$ cat config.mk
export PLATFORM = sky130hd
export DESIGN_NAME = hpes_ctrl
export DESIGN_NICKNAME = d
export VERILOG_FILES = /design/src/hdl/hpes_pkg.sv /design/src/hdl/hpes_ctrl.sv
export VERILOG_INCLUDE_DIRS = /design/src /design/src/hdl
export SDC_FILE = /design/constraint.sdc
export NUM_CORES = 1
export LEC_CHECK = 0
export BUFFER_PORTS_ARGS = -buffer_cell sky130_fd_sc_hd__buf_4
export CAP_MARGIN = 20
export CORE_MARGIN = 3
export CORE_UTILIZATION = 59
export CTS_BUF_LIST = sky130_fd_sc_hd__clkbuf_8
export DETAILED_ROUTE_END_ITERATION = 10
export PLACE_DENSITY = 0.8
export REMOVE_ABC_BUFFERS = 1
export SLEW_MARGIN = 20
export SYNTH_ARGS = -nofsm -noshare
export SYNTH_HDL_FRONTEND = slang
export SYNTH_SLANG_ARGS = --single-unit
$ cat constraint.sdc
create_clock -name clock -period 2.4 [get_ports clock]
set_input_delay 0.24 -clock clock [delete_from_list [all_inputs] [get_ports clock]]
set_output_delay 0.24 -clock clock [all_outputs]
set_load 0.02 [all_outputs]
$ cat src/hdl/heston_path_euler_step_macros.svh
// Assertion macros shared by the Heston path step RTL.
`ifndef HESTON_PATH_EULER_STEP_MACROS_SVH
`define HESTON_PATH_EULER_STEP_MACROS_SVH
`ifndef SYNTHESIS
`define HPES_ASSERT_IMP(lbl, clk, rst, ante, cons) \
   lbl: assert property (@(posedge clk) disable iff (rst) (ante) |-> (cons)) \
      else $error("assertion failed");
`define HPES_ASSERT_NXT(lbl, clk, rst, ante, cons) \
   lbl: assert property (@(posedge clk) disable iff (rst) (ante) |=> (cons)) \
      else $error("assertion failed");
`else
`define HPES_ASSERT_IMP(lbl, clk, rst, ante, cons)
`define HPES_ASSERT_NXT(lbl, clk, rst, ante, cons)
`endif
`endif

$ cat src/hdl/hpes_pkg.sv
// Types, constants and fixed-point helpers for the Heston path step block.
package hpes_pkg;

   localparam int DEF_MAX_PATHS = 1048576;

   localparam logic [31:0] LN2_Q32   = 32'd2977044472;
   localparam logic [40:0] LN2_X256  = 41'd762123384832;
   localparam logic [30:0] Q_ONE     = 31'd16777216;
   localparam logic [51:0] SUM_MAX   = {52{1'b1}};
   localparam logic [30:0] POS_MAX   = {31{1'b1}};
   localparam int          SQ_STEPS  = 28;

   // register indexes
   localparam logic [2:0] CSR_RATE   = 3'd0;
   localparam logic [2:0] CSR_KAPPA  = 3'd1;
   localparam logic [2:0] CSR_THETA  = 3'd2;
   localparam logic [2:0] CSR_SIGMA  = 3'd3;
   localparam logic [2:0] CSR_RHO    = 3'd4;
   localparam logic [2:0] CSR_DT     = 3'd5;
   localparam logic [2:0] CSR_V0     = 3'd6;
   localparam logic [2:0] CSR_STRIKE = 3'd7;

   typedef enum logic [4:0] {
      OP_NONE,
      OP_LOAD,
      OP_SQRT_DT,
      OP_MUL_RR,
      OP_SQRT_OMR,
      OP_MUL_Z1SDT,
      OP_MUL_RHOZ1,
      OP_MUL_S1RZ2,
      OP_MUL_CSDT,
      OP_SQRT_V,
      OP_MUL_DRIFT,
      OP_MUL_SVDW1,
      OP_MUL_KT,
      OP_MUL_TDT,
      OP_MUL_SVDW2,
      OP_MUL_SIGT,
      OP_EXP_INIT,
      OP_EXP_RED,
      OP_EXP_T1,
      OP_MUL_TERM,
      OP_DIV_LOAD,
      OP_DIV_STEP,
      OP_TERM_ACC,
      OP_EXP_FIN,
      OP_OUT
   } op_type;

   typedef enum logic [4:0] {
      S_IDLE, S_SQDT, S_SQDT_W, S_RR, S_RR_W, S_SQOM, S_SQOM_W,
      S_Z1, S_RZ, S_SZ, S_SZ_W, S_CS, S_SQV, S_SQV_W,
      S_DR, S_SD1, S_KT, S_KT_W, S_TD, S_SD2, S_SD2_W, S_SG, S_SG_W,
      S_EXI, S_RED, S_T1, S_TM, S_TW, S_DIV, S_TA, S_EF, S_OUT
   } state_type;

   typedef struct packed {
      op_type     op;
      logic [3:0] arg;   // reduction bit index or Taylor divisor
   } cmd_type;

   typedef struct packed {
      logic sqrt_done;
      logic path_last;
   } sts_type;

   function automatic logic signed [31:0] sat32(input logic signed [33:0] v);
      logic signed [31:0] r;
      if (!v[33] && v[32:31] != 2'b00) r = 32'sh7FFFFFFF;
      else if (v[33] && v[32:31] != 2'b11) r = 32'sh80000000;
      else r = v[31:0];
      return r;
   endfunction

   // Q8.24 product: floor shift by 24, then saturate
   function automatic logic signed [31:0] mulq(input logic signed [65:0] p);
      logic [41:0] s;
      logic signed [31:0] r;
      s = p[65:24];
      if (!s[41] && s[40:31] != '0) r = 32'sh7FFFFFFF;
      else if (s[41] && s[40:31] != '1) r = 32'sh80000000;
      else r = s[31:0];
      return r;
   endfunction

endpackage

$ cat src/hdl/hpes_ctrl.sv
// Step sequencer: walks the datapath through one Euler step and the payoff.
`include "heston_path_euler_step_macros.svh"
module hpes_ctrl (
   input  logic              clock,
   input  logic              reset,
   input  logic              req_tvalid,
   output logic              req_tready,
   output logic              rsp_tvalid,
   input  logic              rsp_tready,
   input  hpes_pkg::sts_type sts,
   output hpes_pkg::cmd_type cmd
);
   import hpes_pkg::*;

   state_type  state_ff, state_in;
   logic [3:0] cnt_ff, cnt_in, k_ff, k_in;
   logic       vld_ff, vld_in;
   logic       out_held;

   assign out_held = vld_ff && !rsp_tready;

   always_comb begin
      state_in = state_ff;
      cnt_in   = cnt_ff;
      k_in     = k_ff;
      vld_in   = vld_ff && !rsp_tready;
      cmd.op   = OP_NONE;
      cmd.arg  = '0;
      case (state_ff)
         S_IDLE: if (req_tvalid) begin
            cmd.op   = OP_LOAD;
            state_in = S_SQDT;
         end
         S_SQDT:   begin cmd.op = OP_SQRT_DT; state_in = S_SQDT_W; end
         S_SQDT_W: if (sts.sqrt_done) state_in = S_RR;
         S_RR:     begin cmd.op = OP_MUL_RR; state_in = S_RR_W; end
         S_RR_W:   state_in = S_SQOM;
         S_SQOM:   begin cmd.op = OP_SQRT_OMR; state_in = S_SQOM_W; end
         S_SQOM_W: if (sts.sqrt_done) state_in = S_Z1;
         S_Z1:     begin cmd.op = OP_MUL_Z1SDT; state_in = S_RZ; end
         S_RZ:     begin cmd.op = OP_MUL_RHOZ1; state_in = S_SZ; end
         S_SZ:     begin cmd.op = OP_MUL_S1RZ2; state_in = S_SZ_W; end
         S_SZ_W:   state_in = S_CS;
         S_CS:     begin cmd.op = OP_MUL_CSDT; state_in = S_SQV; end
         S_SQV:    begin cmd.op = OP_SQRT_V; state_in = S_SQV_W; end
         S_SQV_W:  if (sts.sqrt_done) state_in = S_DR;
         S_DR:     begin cmd.op = OP_MUL_DRIFT; state_in = S_SD1; end
         S_SD1:    begin cmd.op = OP_MUL_SVDW1; state_in = S_KT; end
         S_KT:     begin cmd.op = OP_MUL_KT; state_in = S_KT_W; end
         S_KT_W:   state_in = S_TD;
         S_TD:     begin cmd.op = OP_MUL_TDT; state_in = S_SD2; end
         S_SD2:    begin cmd.op = OP_MUL_SVDW2; state_in = S_SD2_W; end
         S_SD2_W:  state_in = S_SG;
         S_SG:     begin cmd.op = OP_MUL_SIGT; state_in = S_SG_W; end
         S_SG_W:   state_in = sts.path_last ? S_EXI : S_IDLE;
         S_EXI: begin
            cmd.op   = OP_EXP_INIT;
            cnt_in   = 4'd8;
            state_in = S_RED;
         end
         S_RED: begin
            cmd.op  = OP_EXP_RED;
            cmd.arg = cnt_ff;
            if (cnt_ff == 4'd0) state_in = S_T1;
            else cnt_in = cnt_ff - 4'd1;
         end
         S_T1: begin
            cmd.op   = OP_EXP_T1;
            k_in     = 4'd2;
            state_in = S_TM;
         end
         S_TM: begin cmd.op = OP_MUL_TERM; state_in = S_TW; end
         S_TW: begin
            cmd.op   = OP_DIV_LOAD;
            cnt_in   = 4'd3;
            state_in = S_DIV;
         end
         S_DIV: begin
            cmd.op  = OP_DIV_STEP;
            cmd.arg = k_ff;
            if (cnt_ff == 4'd0) state_in = S_TA;
            else cnt_in = cnt_ff - 4'd1;
         end
         S_TA: begin
            cmd.op = OP_TERM_ACC;
            if (k_ff == 4'd12) state_in = S_EF;
            else begin
               k_in     = k_ff + 4'd1;
               state_in = S_TM;
            end
         end
         S_EF: begin cmd.op = OP_EXP_FIN; state_in = S_OUT; end
         S_OUT: if (!out_held) begin
            // output register is free or drains this cycle
            cmd.op   = OP_OUT;
            vld_in   = 1'b1;
            state_in = S_IDLE;
         end
         default: state_in = S_IDLE;
      endcase
   end

   always_ff @(posedge clock) begin
      cnt_ff <= cnt_in;
      k_ff   <= k_in;
      if (reset) begin
         state_ff <= S_IDLE;
         vld_ff   <= 1'b0;
      end else begin
         state_ff <= state_in;
         vld_ff   <= vld_in;
      end
   end

   assign req_tready = (state_ff == S_IDLE);
   assign rsp_tvalid = vld_ff;

   `HPES_ASSERT_NXT(a_busy_after_req, clock, reset, req_tvalid && req_tready, !req_tready)
   `HPES_ASSERT_IMP(a_out_free, clock, reset, cmd.op == OP_OUT, !out_held)
   `HPES_ASSERT_NXT(a_out_valid, clock, reset, cmd.op == OP_OUT, rsp_tvalid)

endmodule

Yosys cells after proc, flatten, opt, wreduce, memory -nomap -nowiden

Cells that the tools add are included.

Register bits: 14
Bits in latches: 0
Memory bits (writable): 0
ROM bits: 0
Input bits: 6
Output and inout port bits: 11
Word-level logic and storage cells: 76
Memories: 0

Add/subtract/negate cells: 2
Multiply operators: 0
Div/mod/pow operators: 0
Magnitude comparators: 0
Equal/unequal tests: 41
Shifts and indexed selects: 0
Muxes and demuxes: 19
Bitwise operators: 0
Reduce and logical (&&, ||, !) cells: 10

Operators with widths:

| kind                | number |
|---|---|
| $pmux 5 s32         | 1 |
| $pmux 5 s24         | 1 |
| $eq 5x5->1 const B  | 16 |
| $mux 5              | 9 |
| $eq 5x4->1 const B  | 8 |
| $eq 5x3->1 const B  | 4 |
| $ne 2x2->1 const B  | 9 |
| $pmux 4 s2          | 2 |
| $pmux 4 s3          | 1 |
| $eq 5x2->1 const B  | 2 |
| $mux 4              | 2 |
| $reduce_and 7->1    | 1 |
| $eq 5x1->1 const B  | 1 |
| $logic_not 5->1     | 1 |
| $add 4x1->4 const B | 1 |
| $eq 4x4->1 const B  | 1 |
| $logic_not 4->1     | 1 |
| $reduce_and 2->1    | 2 |
| $sub 4x1->4 const B | 1 |
| $mux 3              | 1 |
| $reduce_bool 3->1   | 1 |
| $mux 1              | 2 |
| $reduce_bool 2->1   | 1 |
| $reduce_or 2->1     | 1 |
| other kinds (2)     | 2 |

Logic depth before layout (Yosys ltp)

Gate-level depths: netlist of the first run.

Word-level depth: 4
Depth in mapped cells: 6
Depth with buffers taken out: 6

Worst setup path after synthesis of the first run

OpenSTA, ideal clock, no wires.

Path type: reg2reg
From: reg cnt_ff[0]
To: reg state_ff[0]
Data arrival time: 1.835 ns
Slack: 0.496 ns
Cell stages (with the launch flop): 7
Path buffers: 0
Clock period less this slack: 1.904 ns
Cells stage by stage: edfxtp_1 -> inv_1 -> ha_1 -> or3b_4 -> a32o_2 -> or4_1 -> a21oi_1

Word-level cells in the longest chain between the ends: 3
Elaborated cells between the ends (all ways): 4

RTL lines:

| what                         | line                             | source |
|---|---|---|
| from (decl)                  | hpes_ctrl.sv:16                  | `logic [3:0] cnt_ff, cnt_in, k_ff, k_in;` |
| from (signal assigned)       | hpes_ctrl.sv:104                 | `cnt_ff <= cnt_in;` |
| $logic_not 4->1 *            | hpes_ctrl.sv:64, hpes_ctrl.sv:81 |  |
| $ne 2x2->1 (no line)         | n/a                              |  |
| $reduce_and 7->1 (no line) * | n/a                              |  |
| to (signal assigned)         | hpes_ctrl.sv:110                 | `state_ff <= state_in;` |
| to (decl)                    | hpes_ctrl.sv:15                  | `state_type state_ff, state_in;` |

Every way passes the cells marked *; elsewhere a longest branch is shown, timed or not.
A chain may end at the register's enable or synchronous reset.

==> run summary, run 1 <==
CP arrival = 1.91 ns
Layout cells sized above 1 = 19.51%
Max IR drop VDD = 0.5710 mV
Area grow syn2layout = 13.70%
Outcome = finished, final reports clean
GR Util met2 = 41.00%
Post-Syn Area per Cell = 8.174 µm²
GRT Util Overall = 23.75%
Hold Vio Cnt, Final = 0
Core Region = 1858 µm²
Clock power share = 20.3%
Count leader, synth = nor2_1
Pin count of the biggest net entering global routing = 23
Comb power frac = 45.6%
Synthesized cell area = 1242 µm²
Die footprint = 2693 µm²
Cell internal pwr = 0.6372 mW
Final setup viols = 0
Skew-Pair Late Insertion Delay = 0.24 ns
Primary FF master, synth = edfxtp_1
Sequential-to-total area share from yosys stat = 29.00%
Endpoint class of the critical path = primary output
CTS Buf Count = 3
Switching power total = 0.4638 mW
Die height = 51.89 µm
Post-synth EDFFs = 8
Detail Route Antenna Nets = 0
Top cells by count, synth = nor2_1, a21oi_1, inv_1, edfxtp_1, o21ai_0
Synth warnings = 0
Post-DP HPWL = 2113 µm
Initial antenna violation count = 0
Rows = 15
GPL Wtd Cong = 0.8832
Synthesized instance count = 152
Via density = 6.323
CP Launch Type = register
Vias in the first global route = 1086
RSZ-0062 raised after global routing = no
Routed WL = 2884 µm
Synth unique cells = 50
Normalized max-slew margin = 55.43%
H-tree depth = 1
First-pass GRT wire length = 4802 µm
Fin nets = 175
Filler instances = 129
Worst Skew = 0.003975 ns
IO Port Bufs = 16
Fin crit period = 2.149 ns
Hold/Removal Path Class = input port to register
Leakage power = 0.5561 nW
# diodes = 0
Total number of vias = 1195
GRT overflow = 0
Switching part of the total = 42.12%
Fin. max-slew vios = 0
CP Data Required Time = 2.16 ns
Fin Setup TNS = 0 ns
# Post-CTS Setup Buffers = 0
Grt met3 use = 4.011%
Final Instance Area = 1413 µm²
Tightest Pin Transition = 0.6676 ns
Detailed-route DRC error count = 0
Io pins = 17
CTS Buffer Depth = 2
Hold-fix buffers at CTS = 0
First drt pass iteration count = 4
Clock transition at path regs = 0.06 ns
Initial Util = 66.87%
Flop pwr share = 34.1%
CTS tree = yes
Resize count post-CTS = 0
Top cell type's share of synthesized area = 19.34%
Achievable clock frequency = 0.4653 GHz
M1 GR Usage = 28.55%
CP max FO = 18
Synth top area cells = edfxtp_1, dfxtp_1, nor2_1
Tcrit/Tclk final = 89.56%
Largest area contributor in the netlist = edfxtp_1
WL/cell = 15.26 µm
Clk Tree Root Cell = clkbuf_8
PwrDens = 779.4 nW/µm²
Setup Crit Path Kind = register to primary output
Busiest grt layer = met2
Max-cap violation count = 0
Flops & latches, synth = 14
Die width = 51.89 µm
Clk sink count = 14
Post-synthesis async set-or-reset flop share = 0%
Cell Area, Placed = 1358 µm²
Iteration-0 DRC count of the detailed router = 32
-- placed cells by master (no fill, tap or decap), drive strengths merged, types with 3 or more instances in the layout --
cell / instances
o21ai: 8
or2: 3
nor2: 17
nand3: 7
inv: 9
o31a: 4
a32oi: 3
nand4: 3
clkbuf: 4
nor2b: 4
nor3: 3
buf: 21
nand2: 5
edfxtp: 8
dfxtp: 6
mux2i: 5
a21oi: 10
o31ai: 3
ha: 4
-- worst max-delay path, cell delays in order (launching register included) --
cell and delay (ns):
dfxtp_1 0.67, inv_1 0.28, o21ai_0 0.24, a32oi_1 0.12, o21ai_0 0.18, buf_4 0.17
-- power by group through the flow --
stage	Combinational [mW]	Clock [mW]	Sequential, mW
4_1_cts	0.500	0.225	0.371
2_1_floorplan	0.343	0	0.362
3_3_place_gp	0.486	0	0.373
3_5_place_dp	0.496	0	0.375
5_1_grt	0.547	0.233	0.385
6_report	0.503	0.224	0.375
-- stage by stage --
stage | utilization (%) | hold slack (ns) | power [mW] | setup slack [ns] | std cells
3_5_place_dp | 73.06 | 0.4573 | 0.8713 | 0.4072 | 185
6_report | 76.03 | 0.2107 | 1.101 | 0.2506 | 189
5_1_grt | 76.03 | 0.2241 | 1.166 | 0.08697 | 189
4_1_cts | 76.03 | 0.2073 | 1.095 | 0.2918 | 189
3_3_place_gp | 73.06 | 0.4577 | 0.8590 | 0.4456 | 185
2_1_floorplan | - | 0.3091 | 0.7052 | 0.4475 | 139
-- state kept, by name, summed over array words and instances (netlist names) --
signal	cells
cnt_ff	4
k_ff	4
state_ff	5
rsp_tvalid	1
-- routing by layer --
| metal | part of all wire [%] | wire [µm] | vias to the layer above |
|---|---|---|---|
| li1 | - | - | 595 |
| met1 | 44 | 1283 | 556 |
| met2 | 49 | 1400 | 40 |
| met3 | 5.7 | 163 | 4 |
| met4 | 1.3 | 37 | 0 |
| met5 | 0 | 0 | - |
-- logic make-up after synthesis --
group / count (synthesis) / share of synthesized area, %
muxes: 6 / 4.935
and+or+nand+nor: 57 / 25.28
xor gates and xnor gates: 4 / 2.820
adders and majority gates: 4 / 4.028
AOI/OAI and AO/OA: 45 / 25.28
DFF: 14 / 29.00
buffers and inverters: 22 / 8.660
-- path summary, 6_finish.rpt --
path	from	to	slack [ns]	depth (start not counted)
setup / recovery	state_ff[2]$_SDFFE_PP0P_	cmd[7]	0.25	5
hold / removal	reset	state_ff[0]$_SDFFE_PP0P_	0.21	2
setup reg to reg	cnt_ff[0]$_DFFE_PP_	state_ff[0]$_SDFFE_PP0P_	0.38	6
hold reg to reg	k_ff[3]$_SDFFCE_PN0P_	k_ff[3]$_SDFFCE_PN0P_	0.67	2
-- cell type report --
| class | instances | area [µm²] | area share [%] |
|---|---|---|---|
| clock buffer | 4 | 55.05 | 3.897 |
| sequential | 14 | 360.3 | 25.51 |
| multi-input combinational | 116 | 774.5 | 54.83 |
| inverter | 9 | 33.78 | 2.392 |
| tap | 25 | 31.28 | 2.214 |
| timing repair buffer | 21 | 157.7 | 11.16 |
Note: power is estimated with default switching activity, not from simulation.
==> inputs of run 2 (changes only) <==
Settings changed: CTS_CLUSTER_DIAMETER set to 150, PLACE_DENSITY 0.8 to 0.9.
==> run summary, run 2 (synthesized netlist as in run 1, its figures left out) <==
Max-cap violation count = 0 (unchanged)
First-pass GRT wire length = 5209 µm (was 4802 µm)
Crit. path cell count = 5 (unchanged)
Io pins = 17 (unchanged)
CTS tree = yes (unchanged)
Post-DP HPWL = 2210 µm (was 2113 µm)
Hold/Removal Path Class = input port to register (unchanged)
Endpoint class of the critical path = primary output (unchanged)
Max FFs per register = 5 (unchanged)
Worst Skew = 0.0005608 ns (was 0.003975 ns)
Achievable clock frequency = 0.4601 GHz (was 0.4653 GHz)
CP arrival = 1.93 ns (was 1.91 ns)
Die footprint = 2693 µm² (unchanged)
WL/cell = 17.07 µm (was 15.26 µm)
Rows = 15 (unchanged)
PwrDens = 808.3 nW/µm² (was 779.4 nW/µm²)
Clock transition at path regs = 0.06 ns (about the same)
Fin nets = 174 (was 175)
CTS Buffer Depth = 2 (unchanged)
Top Family by Delay on Critical Path = flip-flops (unchanged)
Tcrit/Tclk final = 90.56% (was 89.56%)
CP Launch Type = register (unchanged)
Via density = 6.686 (was 6.323)
IO Port Bufs = 16 (unchanged)
Detailed-route DRC error count = 0 (unchanged)
Crit-path most repeated cell = a21oi_1 (was o21ai_0)
Layout cells sized above 1 = 19.63% (was 19.51%)
# Post-CTS Setup Buffers = 0 (unchanged)
Die width = 51.89 µm (unchanged)
# diodes = 0 (unchanged)
Die height = 51.89 µm (unchanged)
Initial antenna violation count = 0 (unchanged)
Detail Route Antenna Nets = 0 (unchanged)
CP max FO = 15 (was 18)
Most frequent cells in the layout = buf_4, nor2_1, a21oi_1 (unchanged)
GPL Wtd Cong = 0.9388 (was 0.8832)
Most common cell after layout, fill and taps aside = buf_4 (unchanged)
Total number of vias = 1257 (was 1195)
Clk Tree Root Cell = clkbuf_8 (unchanged)
CP Data Required Time = 2.16 ns (about the same)
CP cell instances = inv_1 -> a21oi_1 -> mux2_2 -> a21oi_1 -> buf_4 (was inv_1 -> o21ai_0 -> a32oi_1 -> o21ai_0 -> buf_4)
Skew-Pair Late Insertion Delay = 0.24 ns (about the same)
Routed WL = 3210 µm (was 2884 µm)
Setup Crit Path Kind = register to primary output (unchanged)
Cells on Worst Hold Path = 2 (unchanged)
RSZ-0062 raised after global routing = no (unchanged)
Leakage power = 0.5510 nW (was 0.5561 nW)
Hold Vio Cnt, Final = 0 (unchanged)
GRT Util Overall = 25.76% (was 23.75%)
CTS Buf Count = 3 (unchanged)
Core Util, Final = 75.69% (was 76.03%)
Iteration-0 DRC count of the detailed router = 59 (was 32)
Fin Setup TNS = 0 ns (unchanged)
Resize count post-CTS = 0 (unchanged)
GRT overflow = 0 (unchanged)
Final setup viols = 0 (unchanged)
Max IR drop VDD = 0.6142 mV (was 0.5710 mV)
H-tree depth = 1 (unchanged)
Core Region = 1858 µm² (unchanged)
Initial Util = 66.87% (unchanged)
First drt pass iteration count = 4 (unchanged)
Normalized max-slew margin = 53.79% (was 55.43%)
Tightest Pin Transition = 0.6922 ns (was 0.6676 ns)
Slowest cell delay on critical path = 0.62 ns (was 0.67 ns)
Slowest CP cell = dfxtp_1 (unchanged)
Reg2Reg Depth = 6 (unchanged)
Fin crit period = 2.173 ns (was 2.149 ns)
Vias in the first global route = 1194 (was 1086)
Largest register by flop count = state_ff (unchanged)
Outcome = finished, final reports clean (unchanged)
Top flop regs = state_ff: 5 flops, cnt_ff: 4 flops, k_ff: 4 flops (unchanged)
Pin count of the biggest net entering global routing = 23 (unchanged)
Fin. max-slew vios = 0 (unchanged)
Area grow syn2layout = 13.19% (was 13.70%)
Hold-fix buffers at CTS = 0 (unchanged)
Buf/Inv on CP = 2 (unchanged)
Clk sink count = 14 (unchanged)
run 2: cell types whose count changed in the layout (fill, tap and decap cells not counted), sizes merged:
| cell | delta |
|---|---|
| buf | -1 |
run 2: worst paths after layout:
| path | from | endpoint | slack [ns] |
|---|---|---|---|
| setup / recovery | state_ff[0]$_SDFFE_PP0P_ | cmd[5] | 0.23 |
| hold / removal | reset | state_ff[0]$_SDFFE_PP0P_ | 0.22 |
| setup reg to reg | cnt_ff[0]$_DFFE_PP_ | state_ff[1]$_SDFFE_PP0P_ | 0.32 |
| hold reg to reg | state_ff[3]$_SDFFE_PP0P_ | state_ff[3]$_SDFFE_PP0P_ | 0.66 |
run 2: final cells by class:
class	instances	area [µm²]
well taps	25	31.28
fillers	132	451.7
inverters	9	33.78
multi-input cells	116	774.5
clock buffers	4	55.05
flip-flops and latches	14	361.6
repair buffers	20	150.1
run 2: report_power, final:
| part | internal [mW] | switching (mW) |
|---|---|---|
| sequential | 0.276 | 0.109 |
| clock | 0.145 | 0.0841 |
| combinational | 0.218 | 0.305 |
| total | 0.639 | 0.497 |
run 2: through the flow:
step                hold WS [ns]  cells  setup slack, ns  total power, mW  area [µm²]
floorplan                 0.3091    139           0.4475           0.7052        1169
global placement          0.4582    184           0.4511           0.8581        1350
detailed placement        0.4699    184           0.3894           0.8809        1350
CTS                       0.2147    188           0.2291            1.119        1405
global route              0.2409    188          0.08802            1.192        1406
finish                    0.2171    188           0.2266            1.137        1406
run 2: per-layer routing:
layer / vias up / wire (µm) / global-route usage (%)
met5: - / 0 / 0
met4: 0 / 125 / 16.59
met3: 17 / 249 / 4.011
met2: 77 / 1612 / 44.56
met1: 566 / 1223 / 28.96
li1: 597 / - / -
run 2: worst register-to-register path, delay by kind of cell (launching register included):
kind,cells,cell delay (ns)
adder cells (fa/ha/maj),1,0.15
flip-flops,1,0.41
buffers and inverters,1,0.12
AND/OR/NAND/NOR,1,0.38
AO/OA/AOI/OAI,3,0.88
==> inputs of run 3 (changes only) <==
Settings changed: MAX_ROUTING_LAYER set to met4.
==> run summary, run 3 (synthesized netlist as in run 1, its figures left out) <==
Outcome = finished, final reports clean (unchanged)
Normalized max-slew margin = 56.72% (was 53.79%)
GRT overflow = 0 (unchanged)
First-pass GRT wire length = 4747 µm (was 5209 µm)
Cells on Worst Hold Path = 2 (unchanged)
Max-cap violation count = 0 (unchanged)
Fin nets = 174 (unchanged)
H-tree depth = 1 (unchanged)
Die footprint = 2693 µm² (unchanged)
Hold-fix buffers at CTS = 0 (unchanged)
Setup WS pre-CTS = 0.3698 ns (was 0.3894 ns)
First drt pass iteration count = 5 (was 4)
Initial Util = 66.87% (unchanged)
CP Launch Type = register (unchanged)
Fin. max-slew vios = 0 (unchanged)
Final setup viols = 0 (unchanged)
Core Util, Final = 75.62% (was 75.69%)
Die width = 51.89 µm (unchanged)
Total number of vias = 1200 (was 1257)
Fin Setup TNS = 0 ns (unchanged)
Hold/Removal Path Class = input port to register (unchanged)
CP max FO = 18 (was 15)
PwrDens = 787.9 nW/µm² (was 808.3 nW/µm²)
Max IR drop VDD = 0.6999 mV (was 0.6142 mV)
Vias in the first global route = 1065 (was 1194)
Setup Crit Path Kind = register to primary output (unchanged)
CTS Buffer Depth = 2 (unchanged)
CP Data Required Time = 2.16 ns (about the same)
Via density = 6.383 (was 6.686)
Area taken by multi-input logic gates = 774.5 µm² (unchanged)
Hold Vio Cnt, Final = 0 (unchanged)
Clock transition at path regs = 0.06 ns (about the same)
Pin count of the biggest net entering global routing = 23 (unchanged)
Top flop regs = state_ff: 5 flops, cnt_ff: 4 flops, k_ff: 4 flops (unchanged)
CTS Buf Count = 3 (unchanged)
CTS tree = yes (unchanged)
Rows = 15 (unchanged)
GPL Wtd Cong = 0.9582 (was 0.9388)
# diodes = 0 (unchanged)
Initial antenna violation count = 0 (unchanged)
Detail Route Antenna Nets = 0 (unchanged)
Largest register by flop count = state_ff (unchanged)
Iteration-0 DRC count of the detailed router = 31 (was 59)
# Post-CTS Setup Buffers = 0 (unchanged)
Tot Pwr = 1.107 mW (was 1.137 mW)
Die height = 51.89 µm (unchanged)
Skew-Pair Late Insertion Delay = 0.24 ns (about the same)
Worst Skew = 0.001226 ns (was 0.0005608 ns)
CP arrival = 1.88 ns (was 1.93 ns)
Achievable clock frequency = 0.4725 GHz (was 0.4601 GHz)
Fin crit period = 2.117 ns (was 2.173 ns)
Clk sink count = 14 (unchanged)
RSZ-0062 raised after global routing = no (unchanged)
Leakage power = 0.5507 nW (was 0.5510 nW)
WL/cell = 14.71 µm (was 17.07 µm)
Register Area = 360.3 µm² (was 361.6 µm²)
Tcrit/Tclk final = 88.19% (was 90.56%)
IO Port Bufs = 16 (unchanged)
Tightest Pin Transition = 0.6483 ns (was 0.6922 ns)
Worst setup margin = 0.2835 ns (was 0.2266 ns)
Endpoint class of the critical path = primary output (unchanged)
Post-DP HPWL = 2050 µm (was 2210 µm)
Resize count post-CTS = 0 (unchanged)
Routed WL = 2765 µm (was 3210 µm)
Layout cells sized above 1 = 19.02% (was 19.63%)
Area grow syn2layout = 13.09% (was 13.19%)
GRT Util Overall = 24.30% (was 25.76%)
Clk Tree Root Cell = clkbuf_8 (unchanged)
Most frequent cells in the layout = buf_4, nor2_1, a21oi_1 (unchanged)
Io pins = 17 (unchanged)
Filler instances = 155 (was 132)
Detailed-route DRC error count = 0 (unchanged)
Most common cell after layout, fill and taps aside = buf_4 (unchanged)
Reg2Reg Depth = 6 (unchanged)
Core Region = 1858 µm² (unchanged)
Max FFs per register = 5 (unchanged)
-- run 3: changes by cell type in the layout (fill, tap and decap cells not counted) --
cell     before  now
dfxtp_1       5    6
dfxtp_2       1    0
-- run 3: area by class of cell --
type	count	share of cell area, %
Timing Repair Buffer	20	10.69
Multi-Input combinational cell	116	55.12
Tap cell	25	2.226
Sequential cell	14	25.65
Inverter	9	2.404
Clock buffer	4	3.918
-- run 3: critical path, cell delays in order (launching register included) --
cell and delay [ns]:
dfxtp_1 0.64, inv_1 0.28, o21ai_0 0.21, a32oi_1 0.11
o21ai_0 0.21, buf_4 0.18
-- run 3: metal layers --
layer  vias up  track usage [%]  share of wire (%)  routed length, µm
li1        593                -                  -                  -
met1       542            29.62                 42               1148
met2        54            38.28                 49               1350
met3        11            3.152                6.5                180
met4         0            14.41                3.1                 85
met5         -                -                  0                  0
-- run 3: path summary, 6_finish.rpt --
| check | from | end | slack, ns |
|---|---|---|---|
| worst max-delay path | state_ff[2]$_SDFFE_PP0P_ | cmd[7] | 0.28 |
| worst max register to register | cnt_ff[0]$_DFFE_PP_ | state_ff[0]$_SDFFE_PP0P_ | 0.36 |
| worst min register to register | k_ff[0]$_SDFFCE_PN0P_ | k_ff[0]$_SDFFCE_PN0P_ | 0.67 |
| worst min-delay path | reset | state_ff[0]$_SDFFE_PP0P_ | 0.21 |
-- run 3: report_power, final --
part           total (mW)  switching [mW]  internal, mW
clock               0.229          0.0834         0.145
sequential          0.372          0.0980         0.274
combinational       0.506           0.288         0.218
total                1.11           0.470         0.637
-- run 3: per-stage QoR --
stage | instance area (µm²) | hold slack, ns | std cells
after CTS | 1405 | 0.2006 | 188
after global placement | 1350 | 0.4597 | 184
after floorplan | 1169 | 0.3091 | 139
final | 1405 | 0.2061 | 188
after detailed placement | 1350 | 0.4624 | 184
after global routing | 1405 | 0.2135 | 188
